--- src/rtl/sfr_pkg.sv ---
// shared types and codes for the stuffed frame receiver
// no dependencies; imported by every module of the block
package sfr_pkg;

   // framing bytes
   localparam logic [7:0] FLAG_BYTE = 8'h7E;
   localparam logic [7:0] STUFF_ESC = 8'h7D;
   localparam logic [7:0] ESC_MASK  = 8'h20;
   localparam logic [7:0] CTRL_SEQ0 = 8'h00;
   localparam logic [7:0] CTRL_SEQ1 = 8'h20;
   localparam logic [7:0] ADDR_RESET = 8'h03;

   // parser phase codes
   localparam logic [2:0] PH_HUNT   = 3'd0;
   localparam logic [2:0] PH_ADDR   = 3'd1;
   localparam logic [2:0] PH_CTRL   = 3'd2;
   localparam logic [2:0] PH_HCS    = 3'd3;
   localparam logic [2:0] PH_DATA   = 3'd4;
   localparam logic [2:0] PH_ESC    = 3'd5;
   localparam logic [2:0] PH_SUPEND = 3'd6;

   // result kinds
   localparam logic [1:0] KIND_DATA = 2'd0;
   localparam logic [1:0] KIND_GOOD = 2'd1;
   localparam logic [1:0] KIND_BAD  = 2'd2;
   localparam logic [1:0] KIND_SUP  = 2'd3;

   // one result word
   typedef struct packed {
      logic [1:0] out_kind;
      logic [7:0] out_byte;
      logic       seq_bit;
      logic       frame_last;
   } result_type;

endpackage

--- src/rtl/stuffed_frame_receiver.sv ---
// byte-stuffed link frame receiver: input register, combinational parser step, result
// register; throughput one byte per cycle while the result is not stalled, set by the
// single-pass parser step between the two registers; a stalled result holds the
// parser, so the input stalls as soon as its one-byte register is full
// synchronous active-high reset: hunt for flag, address register back to 0x03
// depends on sfr_pkg, sfr_in_stage, sfr_parser, sfr_out_stage
module stuffed_frame_receiver (
   input  logic       clock,
   input  logic       reset,
   input  logic       csr_write_en,
   input  logic [7:0] csr_write_data,
   input  logic       req_valid,
   output logic       req_stall,
   input  logic [7:0] req_rx_byte,
   output logic       rsp_valid,
   input  logic       rsp_stall,
   output logic [1:0] rsp_out_kind,
   output logic [7:0] rsp_out_byte,
   output logic       rsp_seq_bit,
   output logic       rsp_frame_last
);
   import sfr_pkg::*;

   logic       advance;
   logic       byte_valid;
   logic [7:0] byte_data;
   logic       fire;
   logic       res_valid;
   result_type res;
   result_type rsp_word;

   assign fire = byte_valid & advance;

   // input register
   sfr_in_stage u_in (
      .clock       (clock),
      .reset       (reset),
      .req_valid   (req_valid),
      .req_stall   (req_stall),
      .req_rx_byte (req_rx_byte),
      .advance     (advance),
      .byte_valid  (byte_valid),
      .byte_data   (byte_data)
   );

   // parser step
   sfr_parser u_parser (
      .clock          (clock),
      .reset          (reset),
      .csr_write_en   (csr_write_en),
      .csr_write_data (csr_write_data),
      .fire           (fire),
      .rx_byte        (byte_data),
      .res_valid      (res_valid),
      .res            (res)
   );

   // result register
   sfr_out_stage u_out (
      .clock     (clock),
      .reset     (reset),
      .fire      (fire),
      .res_valid (res_valid),
      .res       (res),
      .advance   (advance),
      .rsp_valid (rsp_valid),
      .rsp_stall (rsp_stall),
      .rsp_word  (rsp_word)
   );

   assign rsp_out_kind   = rsp_word.out_kind;
   assign rsp_out_byte   = rsp_word.out_byte;
   assign rsp_seq_bit    = rsp_word.seq_bit;
   assign rsp_frame_last = rsp_word.frame_last;

endmodule

--- src/rtl/sfr_in_stage.sv ---
// input register for raw received bytes
// depends on sfr_pkg
module sfr_in_stage (
   input  logic       clock,
   input  logic       reset,
   input  logic       req_valid,
   output logic       req_stall,
   input  logic [7:0] req_rx_byte,
   input  logic       advance,
   output logic       byte_valid,
   output logic [7:0] byte_data
);
   import sfr_pkg::*;

   logic       valid_ff, valid_in;
   logic [7:0] byte_ff;
   logic       accept;
   logic       fire;

   // hold a word only while the parser cannot take it
   assign req_stall = valid_ff & ~advance;
   assign accept    = req_valid & ~req_stall;
   assign fire      = valid_ff & advance;

   always_comb begin
      valid_in = valid_ff;
      if (accept) begin
         valid_in = 1'b1;
      end else if (fire) begin
         valid_in = 1'b0;
      end
   end

   always_ff @(posedge clock) begin
      if (reset) begin
         valid_ff <= 1'b0;
      end else begin
         valid_ff <= valid_in;
      end
   end

   // payload
   always_ff @(posedge clock) begin
      if (accept) begin
         byte_ff <= req_rx_byte;
      end
   end

   assign byte_valid = valid_ff;
   assign byte_data  = byte_ff;

endmodule

--- src/rtl/sfr_parser.sv ---
// frame parser: phase tracking, unstuffing, check byte and frame status
// depends on sfr_pkg
module sfr_parser (
   input  logic                clock,
   input  logic                reset,
   input  logic                csr_write_en,
   input  logic [7:0]          csr_write_data,
   input  logic                fire,
   input  logic [7:0]          rx_byte,
   output logic                res_valid,
   output sfr_pkg::result_type res
);
   import sfr_pkg::*;

   logic [7:0] addr_ff;
   logic [2:0] phase_ff, phase_in;
   logic [7:0] ctrl_ff, ctrl_in;
   logic       seq_ff, seq_in;
   logic [7:0] xor_ff, xor_in;
   logic [7:0] held_ff, held_in;
   logic       held_valid_ff, held_valid_in;

   logic       is_flag;
   logic [7:0] data_byte;
   logic       take;
   logic       close;
   logic       close_ok;

   assign is_flag = (rx_byte == FLAG_BYTE);

   // address register
   always_ff @(posedge clock) begin
      if (reset) begin
         addr_ff <= ADDR_RESET;
      end else if (csr_write_en) begin
         addr_ff <= csr_write_data;
      end
   end

   // next phase and which action the byte triggers
   always_comb begin
      phase_in  = phase_ff;
      ctrl_in   = ctrl_ff;
      seq_in    = seq_ff;
      take      = 1'b0;
      close     = 1'b0;
      close_ok  = 1'b0;
      data_byte = rx_byte;
      res_valid = 1'b0;
      res       = '0;
      unique case (phase_ff)
         PH_ADDR: begin
            if (rx_byte == addr_ff) begin
               phase_in = PH_CTRL;
            end else if (!is_flag) begin
               phase_in = PH_HUNT;
            end
         end
         PH_CTRL: begin
            if (is_flag) begin
               phase_in = PH_ADDR;
            end else begin
               ctrl_in  = rx_byte;
               phase_in = PH_HCS;
            end
         end
         PH_HCS: begin
            if (rx_byte == (addr_ff ^ ctrl_ff)) begin
               if (ctrl_ff == CTRL_SEQ0 || ctrl_ff == CTRL_SEQ1) begin
                  seq_in   = ctrl_ff[5];
                  phase_in = PH_DATA;
               end else begin
                  phase_in = PH_SUPEND;
               end
            end else begin
               phase_in = is_flag ? PH_ADDR : PH_HUNT;
            end
         end
         PH_DATA: begin
            if (is_flag) begin
               close    = 1'b1;
               close_ok = held_valid_ff & (held_ff == xor_ff);
            end else if (rx_byte == STUFF_ESC) begin
               phase_in = PH_ESC;
            end else begin
               take = 1'b1;
            end
         end
         PH_ESC: begin
            if (is_flag) begin
               close = 1'b1;
            end else begin
               phase_in  = PH_DATA;
               take      = 1'b1;
               data_byte = rx_byte ^ ESC_MASK;
            end
         end
         PH_SUPEND: begin
            if (is_flag) begin
               res_valid      = 1'b1;
               res.out_kind   = KIND_SUP;
               res.out_byte   = ctrl_ff;
               res.frame_last = 1'b1;
               phase_in       = PH_ADDR;
            end else begin
               phase_in = PH_HUNT;
            end
         end
         default: begin
            phase_in = is_flag ? PH_ADDR : PH_HUNT;
         end
      endcase

      // info frame close
      if (close) begin
         res_valid      = 1'b1;
         res.out_kind   = close_ok ? KIND_GOOD : KIND_BAD;
         res.out_byte   = ctrl_ff;
         res.seq_bit    = seq_ff;
         res.frame_last = 1'b1;
         phase_in       = PH_ADDR;
      end

      // data byte releases the one held back
      if (take && held_valid_ff) begin
         res_valid    = 1'b1;
         res.out_kind = KIND_DATA;
         res.out_byte = held_ff;
         res.seq_bit  = seq_ff;
      end
   end

   // payload check and hold-back register
   always_comb begin
      xor_in        = xor_ff;
      held_in       = held_ff;
      held_valid_in = held_valid_ff;
      if (close || (phase_ff == PH_HCS && phase_in != PH_HUNT
                    && phase_in != PH_ADDR)) begin
         xor_in        = '0;
         held_in       = '0;
         held_valid_in = 1'b0;
      end else if (take) begin
         if (held_valid_ff) begin
            xor_in = xor_ff ^ held_ff;
         end
         held_in       = data_byte;
         held_valid_in = 1'b1;
      end
   end

   // parser state
   always_ff @(posedge clock) begin
      if (reset) begin
         phase_ff      <= PH_HUNT;
         ctrl_ff       <= '0;
         seq_ff        <= 1'b0;
         xor_ff        <= '0;
         held_ff       <= '0;
         held_valid_ff <= 1'b0;
      end else if (fire) begin
         phase_ff      <= phase_in;
         ctrl_ff       <= ctrl_in;
         seq_ff        <= seq_in;
         xor_ff        <= xor_in;
         held_ff       <= held_in;
         held_valid_ff <= held_valid_in;
      end
   end

endmodule

--- src/rtl/sfr_out_stage.sv ---
// result register toward the consumer
// depends on sfr_pkg
module sfr_out_stage (
   input  logic                clock,
   input  logic                reset,
   input  logic                fire,
   input  logic                res_valid,
   input  sfr_pkg::result_type res,
   output logic                advance,
   output logic                rsp_valid,
   input  logic                rsp_stall,
   output sfr_pkg::result_type rsp_word
);
   import sfr_pkg::*;

   logic       valid_ff, valid_in;
   result_type word_ff;

   // parser may step when the slot is empty or being taken
   assign advance = ~valid_ff | ~rsp_stall;

   always_comb begin
      if (fire) begin
         valid_in = res_valid;
      end else begin
         valid_in = valid_ff & rsp_stall;
      end
   end

   always_ff @(posedge clock) begin
      if (reset) begin
         valid_ff <= 1'b0;
      end else begin
         valid_ff <= valid_in;
      end
   end

   // payload
   always_ff @(posedge clock) begin
      if (fire && res_valid) begin
         word_ff <= res;
      end
   end

   assign rsp_valid = valid_ff;
   assign rsp_word  = word_ff;

endmodule
--- config.mk ---
export PLATFORM = sky130hd
export DESIGN_NAME = stuffed_frame_receiver
export DESIGN_NICKNAME = d
export VERILOG_FILES = /design/src/rtl/sfr_pkg.sv /design/src/rtl/stuffed_frame_receiver.sv /design/src/rtl/sfr_in_stage.sv /design/src/rtl/sfr_parser.sv /design/src/rtl/sfr_out_stage.sv
export SDC_FILE = /design/constraint.sdc
export NUM_CORES = 1
export LEC_CHECK = 0
export BUFFER_PORTS_ARGS = -buffer_cell sky130_fd_sc_hd__buf_2
export CORE_MARGIN = 2
export CORE_UTILIZATION = 55
export CTS_BUF_LIST = sky130_fd_sc_hd__clkbuf_16
export DETAILED_ROUTE_END_ITERATION = 8
export PLACE_DENSITY = 0.81
export SYNTH_ARGS = -nofsm -noshare
export SYNTH_HDL_FRONTEND = slang
export SYNTH_HIERARCHICAL = 1
export SYNTH_SLANG_ARGS = --single-unit
--- constraint.sdc ---
create_clock -name clock -period 2.75 [get_ports clock]
set_input_delay 0 -clock clock [delete_from_list [all_inputs] [get_ports clock]]
set_output_delay 0 -clock clock [all_outputs]
set_load 0.005 [all_outputs]
# After elaboration in Yosys (flattened, before gate mapping)
# Index checks and enable logic that the tools add are counted.
dict set report op_classes {
  addsub 0
  n_div 0
  n_mul 0
  n_lt_le_gt_ge 0
  reduce_logical 16
  bitwise_logic 14
  eq_ne 13
  shift 0
  muxes 39
}
# op n
set ops {}
lappend ops {{two-way mux 8 bit} 5}
lappend ops {{== test 8 bit} 3}
lappend ops {{two-way mux 3 bit} 7}
lappend ops {{two-way mux 10 bit} 2}
lappend ops {{== test 8 x 7 -> 1 bit (second input constant)} 2}
lappend ops {{two-way mux 1 bit} 16}
lappend ops {{bitwise XOR 8 bit} 2}
lappend ops {{one-hot mux 3 bit (5 select lines)} 1}
lappend ops {{two-way mux 12 bit} 1}
lappend ops {{two-way mux 6 bit} 2}
lappend ops {{== test 3 bit (second input constant)} 3}
lappend ops {{two-way mux 9 bit} 1}
lappend ops {{== test 8 x 6 -> 1 bit (second input constant)} 1}
lappend ops {{zero test 8 bit} 1}
lappend ops {{== test 3 x 2 -> 1 bit (second input constant)} 2}
lappend ops {{two-way mux 2 bit} 3}
lappend ops {{inverter 1 bit} 6}
lappend ops {{AND reduction 3 bit} 2}
lappend ops {{nonzero test 2 bit} 3}
lappend ops {{bitwise AND 1 bit} 5}
lappend ops {{logical AND 1 bit} 4}
lappend ops {{AND reduction 4 bit} 1}
lappend ops {{== test 3 x 1 -> 1 bit (second input constant)} 1}
lappend ops {{inequality test 3 x 1 -> 1 bit (second input constant)} 1}
lappend ops {{6 further kinds} 7}
dict set report totals {
  ram_bits 0
  regBits 59
  elab_cells 96
  rom_bits 0
  n_memories 0
  latchBits 0
}

# Longest topological paths before layout
# Gate-level depths: netlist of run 1.
dict set report depth {
  word_depth 12
  mapped_depth 7
  ltp_nobuf 7
}

# By module
# The synthesis of run 1 kept the hierarchy.
# mod n_inst cells_per_inst area_per_inst_um2
set by_module_without_submodules {}
lappend by_module_without_submodules {sfr_parser 1 228 2132.0}
lappend by_module_without_submodules {sfr_out_stage 1 17 412.9}
lappend by_module_without_submodules {sfr_in_stage 1 12 290.3}
lappend by_module_without_submodules {stuffed_frame_receiver 1 1 6.3}

# Least setup slack after synthesis of run 1
# OpenSTA, ideal clock, no wires.
dict set report synth_timing {
  path_kind {reg2reg}
  start {register u_in.byte_ff[0] (netlist: u_in/byte_data[0])}
  end {register u_out.word_ff (netlist bit u_out/rsp_word[0]), enable pin}
  synth_period_minus_slack_ns 2.300
  slack_ns 0.450
  required_time_ns 2.395
  path_stages_with_launch 7
  arrival_time_ns 1.946
  n_path_buf 1
  cell_sequence {edfxtp_1 clkbuf_1 nor3b_1 o211a_1 nor4_2 or2_2 and2_1}
}
dict set report synth_between {
  elab_chain_cells 7
}
# item line
set synth_rtl {}
lappend synth_rtl {{from (decl)} sfr_in_stage.sv:16} ;# logic [7:0] byte_ff;
lappend synth_rtl {{from (signal assigned)} sfr_in_stage.sv:45} ;# byte_ff <= req_rx_byte;
lappend synth_rtl {{== test 8 x 7 -> 1 bit} sfr_parser.sv:83} ;# end else if (rx_byte == STUFF_ESC) begin
lappend synth_rtl {{two-way mux 1 bit} sfr_parser.sv:83}
lappend synth_rtl {{two-way mux 1 bit} sfr_parser.sv:80} ;# if (is_flag) begin
lappend synth_rtl {{one-hot mux 1 bit (2 select lines)} sfr_parser.sv:51} ;# unique case (phase_ff)
lappend synth_rtl {{logical AND 1 bit} sfr_parser.sv:125} ;# if (take && held_valid_ff) begin
lappend synth_rtl {{two-way mux 1 bit (*)} sfr_parser.sv:125}
lappend synth_rtl {{named net res_valid} stuffed_frame_receiver.sv:28} ;# logic res_valid;
lappend synth_rtl {{logical AND 1 bit (*)} sfr_out_stage.sv:40} ;# if (fire && res_valid) begin
lappend synth_rtl {{to (signal assigned)} sfr_out_stage.sv:41} ;# word_ff <= res;
lappend synth_rtl {{to (decl)} sfr_out_stage.sv:17} ;# result_type word_ff;
# The timed path passes the listed nets; every way through them passes the cells marked *.
# A chain may end at the register's enable or synchronous reset.

# Worst setup path after layout of run 1
dict set report layout_timing {
  start {register u_parser.addr_ff[6]}
  end {register u_parser.seq_ff}
}
dict set report layout_between {
  elab_chain_cells 3
}
# item line
set layout_rtl {}
lappend layout_rtl {{from (decl)} sfr_parser.sv:15} ;# logic [7:0] addr_ff;
lappend layout_rtl {{from (signal assigned)} sfr_parser.sv:36} ;# addr_ff <= csr_write_data;
lappend layout_rtl {{bitwise XOR 8 bit} sfr_parser.sv:68} ;# if (rx_byte == (addr_ff ^ ctrl_ff)) begin
lappend layout_rtl {{== test 8 bit} sfr_parser.sv:68}
lappend layout_rtl {{AND reduction 4 bit (no line)} -}
lappend layout_rtl {{to (signal assigned)} sfr_parser.sv:164} ;# seq_ff <= seq_in;
lappend layout_rtl {{to (decl)} sfr_parser.sv:18} ;# logic seq_ff, seq_in;
# No other way between the ends.

==> summary.txt, run 1 <==
Clock network
  – Root Driver: sky130_fd_sc_hd__clkbuf_16
  – Total of cells resized after clock tree synthesis: 0
  – Deepest level of the CTS H-tree: 3
  – Clock-pin slew on the worst setup and hold paths: 60 ps
  – CTS hold repair buffers: 18
  – Total setup buffers inserted after CTS: 0
  – TritonCTS clock tree: yes
  – CTS Buffer Depth: 2
  – Total clock buffers created by CTS: 9
  – Clk_lat worst skew: 330 ps
  – Clk sinks: 59

Pwr
  – Net switching power figure: 0.507 mW
  – LEAKAGE: 1.58 nW
  – Switching share of total power: 0.220
  – Internal power summed over all cells: 1.80 mW
  – Power density relative to cell area: 639 mW/mm^2
  – Maximum vdd ir drop: 0.515 mV
  – Share of power burned in the clock network: 0.517
  – Fraction of power consumed by combinational cells: 0.067
  – Sequential power share: 0.416

STA
  – Largest clock skew in the final design: 8.57 ps
  – RSZ-0062 raised after global routing: no
  – Final critical-path required period: 2360 ps
  – Setup Viol. Count Final: 0
  – Transition time of the tightest slew-check pin: 767 ps
  – Worst slew slack as a fraction of its limit: 0.485
  – FMAX: 424 MHz
  – Final max-slew violation count: 0
  – Total count of hold-check failures in the final report: 0
  – Setup Total Neg Slack: 0 ps
  – Fraction of the cycle the final worst path needs: 0.858

Setup path
  – Cell chain of the critical path: xor3_1, or2_1, or4_4, or4b_1, a21oi_1
  – Worst path max stage delay: 520 ps
  – Master of the slowest instance on the critical path: sky130_fd_sc_hd__or4_4
  – Maximum net fanout on the critical path: 4
  – Critical path capture point type: flip-flop
  – Category of the most critical setup path: flip-flop to flip-flop
  – Critical path data arrival time: 2610 ps
  – Type of element launching the critical path: flip-flop
  – Required time at the worst-slack endpoint: 3000 ps

Synthesis
  – Synthesis-stage register bit count: 59
  – Post-Syn Nets: 279
  – Multiplexer fraction of the synthesized cell area: 0.0458
  – Main combinational cell family by area after synthesis: simple AND/OR/NAND/NOR gates
  – Top-count cell post-synth: sky130_fd_sc_hd__dfxtp_1
  – Async set-or-reset flop fraction in the synthesized netlist: 0
  – Proportion of synthesized chip area in sequential cells: 0.486
  – Synthesized-area fraction occupied by and/or/nand/nor cells: 0.192
  – Cell taking the most area after synthesis: sky130_fd_sc_hd__dfxtp_1
  – Average cell area after synthesis: 11.0 um^2
  – Leading post-synthesis cells by instance count: 39 x sky130_fd_sc_hd__dfxtp_1, 20 x sky130_fd_sc_hd__edfxtp_1, 19 x sky130_fd_sc_hd__nor2_1
  – Fraction of synthesized cell area in xor and xnor cells: 0.114
  – Share of the synthesized area in compound gates (AO/OA/AOI/OAI): 0.140
  – Gate count after technology mapping: 258
  – Summed instance area of the synthesized netlist: 0.00284 mm^2
  – Top_reg_cell synth: sky130_fd_sc_hd__dfxtp_1
  – Unique cell type count in the Yosys netlist: 51
  – Syn. warnings: 6
  – Yosys top cell area share: 0.275
  – Number of enable-type register cells in the synthesized netlist: 20
  – Area share of fa/ha/maj cells after synthesis: 0
  – Leading post-synthesis cells by cell area: sky130_fd_sc_hd__dfxtp_1 27%, sky130_fd_sc_hd__edfxtp_1 21%, sky130_fd_sc_hd__xnor3_1 4.8%

Die
  – Count of pins on the block boundary: 35
  – Die Y-Extent: 75.9 um
  – Initial core utilization: 0.564
  – Die outline area: 0.00576 mm^2
  – Die span in x: 75.9 um
  – Number of rows in the core area: 26
  – Core area: 0.00504 mm^2

Finish
  – Area Growth Syn to Fin: 26.9%
  – Final core utilization: 0.715
  – Final-layout fill cell count: 343
  – Summed area of non-filler cells in the final layout: 0.00360 mm^2
  – Number of antenna diodes: 0
  – Multi-input logic area: 0.00140 mm^2
  – Nets@finish: 337
  – Sequential cell area in the final layout: 0.00138 mm^2
  – Fraction of final layout cells with drive strength greater than 1: 0.231

Placement
  – Final RePlAce weighted congestion: 0.883
  – Placed standard-cell area: 0.00311 mm^2
  – DPL Wire Length: 4.41 mm
  – Count of input and output buffers: 34

Global routing
  – Via count of the first global-routing pass: 2315
  – Remaining Overflow, GRT: 0
  – Pin count of the biggest net entering global routing: 28
  – Total routing usage reported by global routing: 0.286
  – Wire length of the first global-routing pass: 11.8 mm
  – Number of antenna violations at the first check in global routing: 0

Routing
  – Post-route antenna net violation count: 0
  – Routed length per instance: 18.2 um
  – Number of detailed-routing iterations run before antenna repair: 4
  – Topmost layer with routed signal wires: met4
  – Vias after detailed routing: 2287
  – Via-to-Cell Ratio: 5.85
  – Drt total wl: 7.13 mm
  – Routed met3 length: 349 um
  – First-iteration detailed-routing DRC count: 183
  – Post-route DRC violation count: 0
  – Routed length on met2: 3.70 mm
  – M1 wire length: 2.84 mm

Run
  – Number of max-cap violations: 0

Run status
  – Run status: completed

Hold path
  – Hold/Removal Path Class: primary input to flip-flop
==> metrics by stage <==
step	setup slack (ps)	total power, mW	cells	hold WS, ps
global placement	496	1.09	357	176
floorplan	450	1.06	258	93.5
global route	275	2.37	391	113
detailed placement	461	1.10	357	178
CTS	403	2.30	391	85.6
finish	392	2.30	391	97.8
==> cells in the final DEF (no fill, tap or decap), drive strengths merged, types with 6 or more instances in the layout <==
master / instances
a31o: 9
nor2b: 8
nor3: 10
nand2: 18
mux2i: 13
clkbuf: 9
edfxtp: 20
nor4: 6
nor2: 19
dlygate4sd3: 18
xor2: 13
buf: 41
dfxtp: 39
xnor3: 6
nor3b: 8
a21oi: 8
a22o: 15
==> logic make-up (layout without fill, tap and decap cells) <==
group / after synthesis / count (layout)
multiplexers: 13 / 13
XOR/XNOR: 24 / 24
flip-flops: 59 / 59
buffers and inverters: 16 / 79
AND/OR/NAND/NOR: 96 / 96
AO/OA/AOI/OAI: 50 / 50
==> path summary, 6_finish.rpt <==
check | end | from | slack, ps | depth (start not counted)
max reg2reg | u_parser/seq_ff | u_parser/addr_ff[6] | 390 | 5
min | u_parser/addr_ff[1] | csr_write_en | 100 | 2
min reg2reg | u_parser/seq_ff | u_parser/seq_ff | 490 | 2
max | u_parser/seq_ff | u_parser/addr_ff[6] | 390 | 5
==> per-layer routing <==
metal,GRT usage,vias to the layer above
li1,-,1076
met1,0.332,1103
met2,0.501,87
met3,0.0516,21
met4,0.146,0
met5,0,-
==> registers in the layout, summed over array words and instances (netlist names) <==
| name | cells |
|---|---|
| u_out/rsp_word | 12 |
| u_in/byte_data | 8 |
| u_parser/addr_ff | 8 |
| u_parser/ctrl_ff | 8 |
| u_parser/held_ff | 8 |
| u_parser/xor_ff | 8 |
| u_parser/phase_ff | 3 |
| u_in/byte_valid | 1 |
| u_out/rsp_valid | 1 |
| u_parser/held_valid_ff | 1 |
| u_parser/seq_ff | 1 |
==> power groups by stage <==
stage / Combinational, mW / Clock (mW) / Sequential (mW)
6_report: 0.155 / 1.19 / 0.957
5_1_grt: 0.168 / 1.24 / 0.959
4_1_cts: 0.149 / 1.19 / 0.955
3_5_place_dp: 0.127 / 0 / 0.972
3_3_place_gp: 0.123 / 0 / 0.970
2_1_floorplan: 0.103 / 0 / 0.954
==> critical path, delay by kind of cell (launching register included) <==
kind	cells	cell delay, ps
simple gates	3	1280
flops	1	390
compound gates	1	150
xor+xnor	1	460
==> cell type report <==
| class | count | area share |
|---|---|---|
| multi-input cells | 183 | 0.388 |
| flip-flops and latches | 59 | 0.383 |
| well taps | 70 | 0.0243 |
| clock inverters | 7 | 0.0260 |
| repair buffers | 59 | 0.112 |
| inverters | 4 | 0.00417 |
| clock buffers | 9 | 0.0625 |
Note: power is estimated with default switching activity, not from simulation.
==> run 2: changes to the inputs <==
Settings changed: BUFFER_PORTS_ARGS -buffer_cell sky130_fd_sc_hd__buf_2 to -buffer_cell sky130_fd_sc_hd__buf_4.
==> run 2 against run 1 <==
Against the previous run:
- utilization increased by 1.4 points
- global-route usage fell by 0.78 points
- fmax up 0.53%
- clock skew down 1.5 ps
- flip-flop and latch count unchanged
- hold slack worse by 82 ps
- critical endpoint is now u_parser/xor_ff[2]
- largest cell class unchanged
==> summary.txt, run 2 (synthesis gave the netlist of run 1 again) <==
Pwr
  – Power density relative to cell area: 611 mW/mm^2
  – Maximum vdd ir drop: 0.427 mV
  – LEAKAGE: 1.58 nW

STA
  – Setup Viol. Count Final: 0
  – Worst slew slack as a fraction of its limit: 0.531
  – Transition time of the tightest slew-check pin: 702 ps
  – Final critical-path required period: 2350 ps
  – Final hold slack: 15.8 ps
  – Final max-slew violation count: 0
  – Fraction of the cycle the final worst path needs: 0.853
  – RSZ-0062 raised after global routing: no
  – FMAX: 426 MHz
  – Setup Total Neg Slack: 0 ps
  – Setup slack after layout: 404 ps
  – Total count of hold-check failures in the final report: 0
  – Largest clock skew in the final design: 7.08 ps

Routing
  – Number of detailed-routing iterations run before antenna repair: 5
  – Vias after detailed routing: 2300
  – First-iteration detailed-routing DRC count: 249
  – Routed length per instance: 17.8 um
  – Via-to-Cell Ratio: 5.88
  – Post-route antenna net violation count: 0
  – Drt total wl: 6.97 mm
  – Post-route DRC violation count: 0

Placement
  – Final RePlAce weighted congestion: 0.870
  – DPL Wire Length: 4.49 mm
  – Worst setup slack after placement: 464 ps
  – Count of input and output buffers: 34

Finish
  – Number of flip-flops under the largest register name: 12
  – Area Growth Syn to Fin: 29.3%
  – Final-layout fill cell count: 353
  – Most frequent cells in the layout: 41 x sky130_fd_sc_hd__buf_4, 39 x sky130_fd_sc_hd__dfxtp_1, 20 x sky130_fd_sc_hd__edfxtp_1, 19 x sky130_fd_sc_hd__nor2_1, 18 x sky130_fd_sc_hd__dlygate4sd3_1
  – Fraction of final layout cells with drive strength greater than 1: 0.234
  – Final core utilization: 0.729
  – Most common library cell in the layout ignoring fill and taps: sky130_fd_sc_hd__buf_4
  – Nets@finish: 337
  – Sequential cell area in the final layout: 0.00138 mm^2
  – Number of antenna diodes: 0
  – Multi-input logic area: 0.00140 mm^2

Global routing
  – Pin count of the biggest net entering global routing: 28
  – Met2 track demand over resource: 0.452
  – Global Route met1 Usage: 0.344
  – Number of antenna violations at the first check in global routing: 0
  – Via count of the first global-routing pass: 2344
  – GR met3 Demand/Resource: 0.0569
  – Wire length of the first global-routing pass: 11.5 mm
  – Remaining Overflow, GRT: 0
  – Total routing usage reported by global routing: 0.278
  – Layer carrying the most global-route usage: met2

Setup path
  – Maximum net fanout on the critical path: 13
  – Worst path bufs/invs: 0
  – Worst Reg2Reg Path Length in Cells: 5
  – Worst path max stage delay: 700 ps
  – Master of the slowest instance on the critical path: sky130_fd_sc_hd__or4_1
  – Critical path capture point type: flip-flop
  – Worst setup path endpoint: u_parser/xor_ff[2]
  – Cell chain of the critical path: nor2b_1, nand2_1, or4_1, nor3b_1, a31o_2
  – Required time at the worst-slack endpoint: 3030 ps
  – Critical path data arrival time: 2620 ps
  – Terminus of the critical flop-to-flop path: u_parser/xor_ff[2]
  – Number of gates on the worst path with buffers counted: 5
  – Worst reg2reg setup slack: 400 ps
  – Reg-to-Reg Start: u_parser/phase_ff[2]
  – Category of the most critical setup path: flip-flop to flip-flop
  – Launch point of the critical path: u_parser/phase_ff[2]
  – Worst path top cell family by delay: simple AND/OR/NAND/NOR gates
  – Type of element launching the critical path: flip-flop

Clock network
  – Clk sinks: 59
  – TritonCTS clock tree: yes
  – CTS hold repair buffers: 18
  – Clock-pin slew on the worst setup and hold paths: 60 ps
  – CTS Buffer Depth: 2
  – Root Driver: sky130_fd_sc_hd__clkbuf_16
  – Clk_lat worst skew: 330 ps
  – Deepest level of the CTS H-tree: 3
  – Total of cells resized after clock tree synthesis: 0
  – Total clock buffers created by CTS: 9
  – Total setup buffers inserted after CTS: 0

Die
  – Number of rows in the core area: 26
  – Count of pins on the block boundary: 35
  – Initial core utilization: 0.564
  – Core area: 0.00504 mm^2
  – Die outline area: 0.00576 mm^2
  – Die span in x: 75.9 um
  – Die Y-Extent: 75.9 um

Hold path
  – Hold/Removal Path Class: primary input to flip-flop

Run status
  – Run status: completed

Run
  – Number of max-cap violations: 0
[run 2: changes by cell type in the layout (fill, tap and decap cells not counted)]
cell,previous run,this run
sky130_fd_sc_hd__buf_2,34,0
sky130_fd_sc_hd__bufinv_16,2,1
sky130_fd_sc_hd__buf_4,7,41
sky130_fd_sc_hd__inv_1,5,4
sky130_fd_sc_hd__clkinv_4,2,3
sky130_fd_sc_hd__inv_6,0,1
[run 2: how the worst min path moves through the flow]
| stage | from | to | slack (ps) | cells after the start |
|---|---|---|---|---|
| 2_1_floorplan | reset | u_out/rsp_valid | 90 | 1 |
| 5_1_grt | csr_write_en | u_parser/addr_ff[0] | 30 | 2 |
| 3_5_place_dp | req_rx_byte[4] | u_in/byte_data[4] | 180 | 1 |
| 3_3_place_gp | req_rx_byte[3] | u_in/byte_data[3] | 180 | 1 |
| 4_1_cts | csr_write_en | u_parser/addr_ff[1] | 4 | 2 |
| 6_report | csr_write_en | u_parser/addr_ff[0] | 20 | 2 |
[run 2: final cells by class]
class,instances,area share
multi-input combinational,183,0.381
sequential,59,0.376
timing repair buffer,59,0.133
clock buffer,9,0.0613
tap,70,0.0238
clock inverter,7,0.0211
inverter,4,0.00409
[run 2: per-stage QoR]
| stage | cells | area, um^2 | power [mW] |
|---|---|---|---|
| floorplan | 258 | 2840 | 1.06 |
| global placement | 357 | 3190 | 1.10 |
| detailed placement | 357 | 3190 | 1.11 |
| CTS | 391 | 3670 | 2.24 |
| global route | 391 | 3670 | 2.31 |
| finish | 391 | 3670 | 2.24 |
[run 2: per-layer routing]
layer / vias up / share of wire / wire length [um]
met5: - / 0 / 0
li1: 1079 / - / -
met2: 122 / 0.48 / 3380
met1: 1072 / 0.41 / 2870
met4: 0 / 0.031 / 218
met3: 27 / 0.072 / 499
[run 2: power by group]
group	internal, mW	switching [mW]	total, mW
Clock	0.706	0.418	1.12
Sequential	0.921	0.0343	0.955
Combinational	0.0940	0.0714	0.165
Total	1.72	0.523	2.24
==> run 3: changes to the inputs <==
Settings changed: REMOVE_ABC_BUFFERS set to 1, SETUP_SLACK_MARGIN set to 0.4.
==> run 3 against run 2 <==
Against the previous run:
- first-iteration DRC count shrank 2.4%
- global-route usage shrank 0.36 points
- count of clock-buffer cells in the layout is the same
- register-to-register slack lost 170 ps
- non-clock buffer count grew 6
- sequential share of layout area shrank 0.45 points
- cell area grew 1.3%
- cell count grew 1.5%
- hold slack gained 14 ps
==> summary.txt, run 3 (synthesis gave the netlist of run 1 again) <==
Setup path
  – Cell chain of the critical path: xnor3_1, nand4_1, or4_4, or4b_1, a21oi_1
  – Type of element launching the critical path: flip-flop
  – Category of the most critical setup path: flip-flop to flip-flop
  – Critical path data arrival time: 2780 ps
  – Critical path capture point type: flip-flop
  – Worst path max stage delay: 620 ps
  – Required time at the worst-slack endpoint: 3010 ps
  – Worst Reg2Reg Path Length in Cells: 5
  – Maximum net fanout on the critical path: 6
  – Master of the slowest instance on the critical path: sky130_fd_sc_hd__or4_4

Global routing
  – Total routing usage reported by global routing: 0.274
  – Wire length of the first global-routing pass: 11.3 mm
  – Remaining Overflow, GRT: 0
  – Via count of the first global-routing pass: 2241
  – Pin count of the biggest net entering global routing: 28
  – Number of antenna violations at the first check in global routing: 0

Finish
  – Number of antenna diodes: 0
  – Most frequent cells in the layout: 47 x sky130_fd_sc_hd__buf_4, 38 x sky130_fd_sc_hd__dfxtp_1, 20 x sky130_fd_sc_hd__edfxtp_1, 19 x sky130_fd_sc_hd__nor2_1, 18 x sky130_fd_sc_hd__dlygate4sd3_1
  – Final-layout fill cell count: 347
  – Nets@finish: 343
  – Final core utilization: 0.738
  – Area Growth Syn to Fin: 31.0%
  – Number of flip-flops under the largest register name: 12
  – Fraction of final layout cells with drive strength greater than 1: 0.257
  – Most common library cell in the layout ignoring fill and taps: sky130_fd_sc_hd__buf_4

Clock network
  – TritonCTS clock tree: yes
  – Clk_lat worst skew: 330 ps
  – Clk sinks: 59
  – Root Driver: sky130_fd_sc_hd__clkbuf_16
  – Clock-pin slew on the worst setup and hold paths: 50 ps
  – CTS Buffer Depth: 2
  – Total clock buffers created by CTS: 9
  – Deepest level of the CTS H-tree: 3

STA
  – Fraction of the cycle the final worst path needs: 0.917
  – Worst slew slack as a fraction of its limit: 0.545
  – Setup Viol. Count Final: 0
  – Setup Total Neg Slack: 0 ps
  – Total count of hold-check failures in the final report: 0
  – Largest clock skew in the final design: 8.58 ps
  – Final max-slew violation count: 0
  – Transition time of the tightest slew-check pin: 681 ps
  – Final critical-path required period: 2520 ps
  – FMAX: 397 MHz
  – Final hold slack: 29.8 ps
  – RSZ-0062 raised after global routing: yes

Die
  – Die outline area: 0.00576 mm^2
  – Count of pins on the block boundary: 35
  – Initial core utilization: 0.564
  – Core area: 0.00504 mm^2
  – Die span in x: 75.9 um
  – Number of rows in the core area: 26
  – Die Y-Extent: 75.9 um

Hold path
  – Number of instances on the worst hold path: 2
  – Hold/Removal Path Class: primary input to flip-flop

Pwr
  – Power consumption: 2.21 mW
  – LEAKAGE: 1.62 nW
  – Power density relative to cell area: 593 mW/mm^2
  – Maximum vdd ir drop: 0.594 mV

Placement
  – Final RePlAce weighted congestion: 0.850
  – DPL Wire Length: 4.54 mm
  – Count of input and output buffers: 34

Routing
  – Via-to-Cell Ratio: 5.93
  – Routed length per instance: 19.2 um
  – Drt total wl: 7.61 mm
  – Number of detailed-routing iterations run before antenna repair: 5
  – Post-route antenna net violation count: 0
  – First-iteration detailed-routing DRC count: 243
  – Vias after detailed routing: 2356
  – Post-route DRC violation count: 0

Run
  – Number of max-cap violations: 0

Run status
  – Run status: completed
## run 3: cell count changes in the layout (fill, tap and decap cells not counted), sizes merged
cell  change
buf       +6
## run 3: repair_timing
action / 4_1_cts / 5_1_grt
setup endpoints to repair: 0 / 22
hold buffers: 18 / 0
setup buffers: 0 / 5
endpoints found under the hold margin: 18 / 0
resized for setup: 0 / 6
## run 3: area by class of cell
type                    count  area, um^2  share of cell area
clock buffers               9         225              0.0605
clock inverters             7        60.1              0.0161
inverters                   4        15.0             0.00403
multi-input cells         183        1420               0.381
flip-flops and latches     59        1380               0.372
well taps                  70        87.6              0.0235
repair buffers             65         533               0.143
## run 3: worst max-delay path, delay by kind of cell, from the launching register on
kind | cells | cell delay, ps
XOR/XNOR | 1 | 390
AO/OA/AOI/OAI | 1 | 150
flip-flops | 1 | 500
AND/OR/NAND/NOR | 3 | 1410
## run 3: stage by stage
step           std cells  worst slack (ps)  cell area [um^2]
3_3_place_gp         358               520              3200
3_5_place_dp         358               460              3200
5_1_grt              397               218              3720
6_report             397               229              3720
2_1_floorplan        246               449              2800
4_1_cts              392               435              3660
## run 3: worst paths after layout
check	start	to	slack, ps
min reg2reg	u_parser/seq_ff	u_parser/seq_ff	490
max reg2reg	u_in/byte_data[7]	u_parser/seq_ff	230
max	u_in/byte_data[7]	u_parser/seq_ff	230
min	csr_write_en	u_parser/addr_ff[1]	30
## run 3: report_power, final
group / leakage, nW / internal, mW / switching (mW) / total (mW)
clock: 0.144 / 0.688 / 0.380 / 1.07
sequential: 0.535 / 0.922 / 0.0353 / 0.958
combinational: 0.944 / 0.101 / 0.0801 / 0.181
## run 3: routing by layer
layer  GRT usage  up-vias  part of all wire
met5           0        -                 0
met3      0.0463       30             0.072
li1            -     1088                 -
met4       0.146        0             0.046
met1       0.341     1101              0.39
met2       0.455      137              0.49
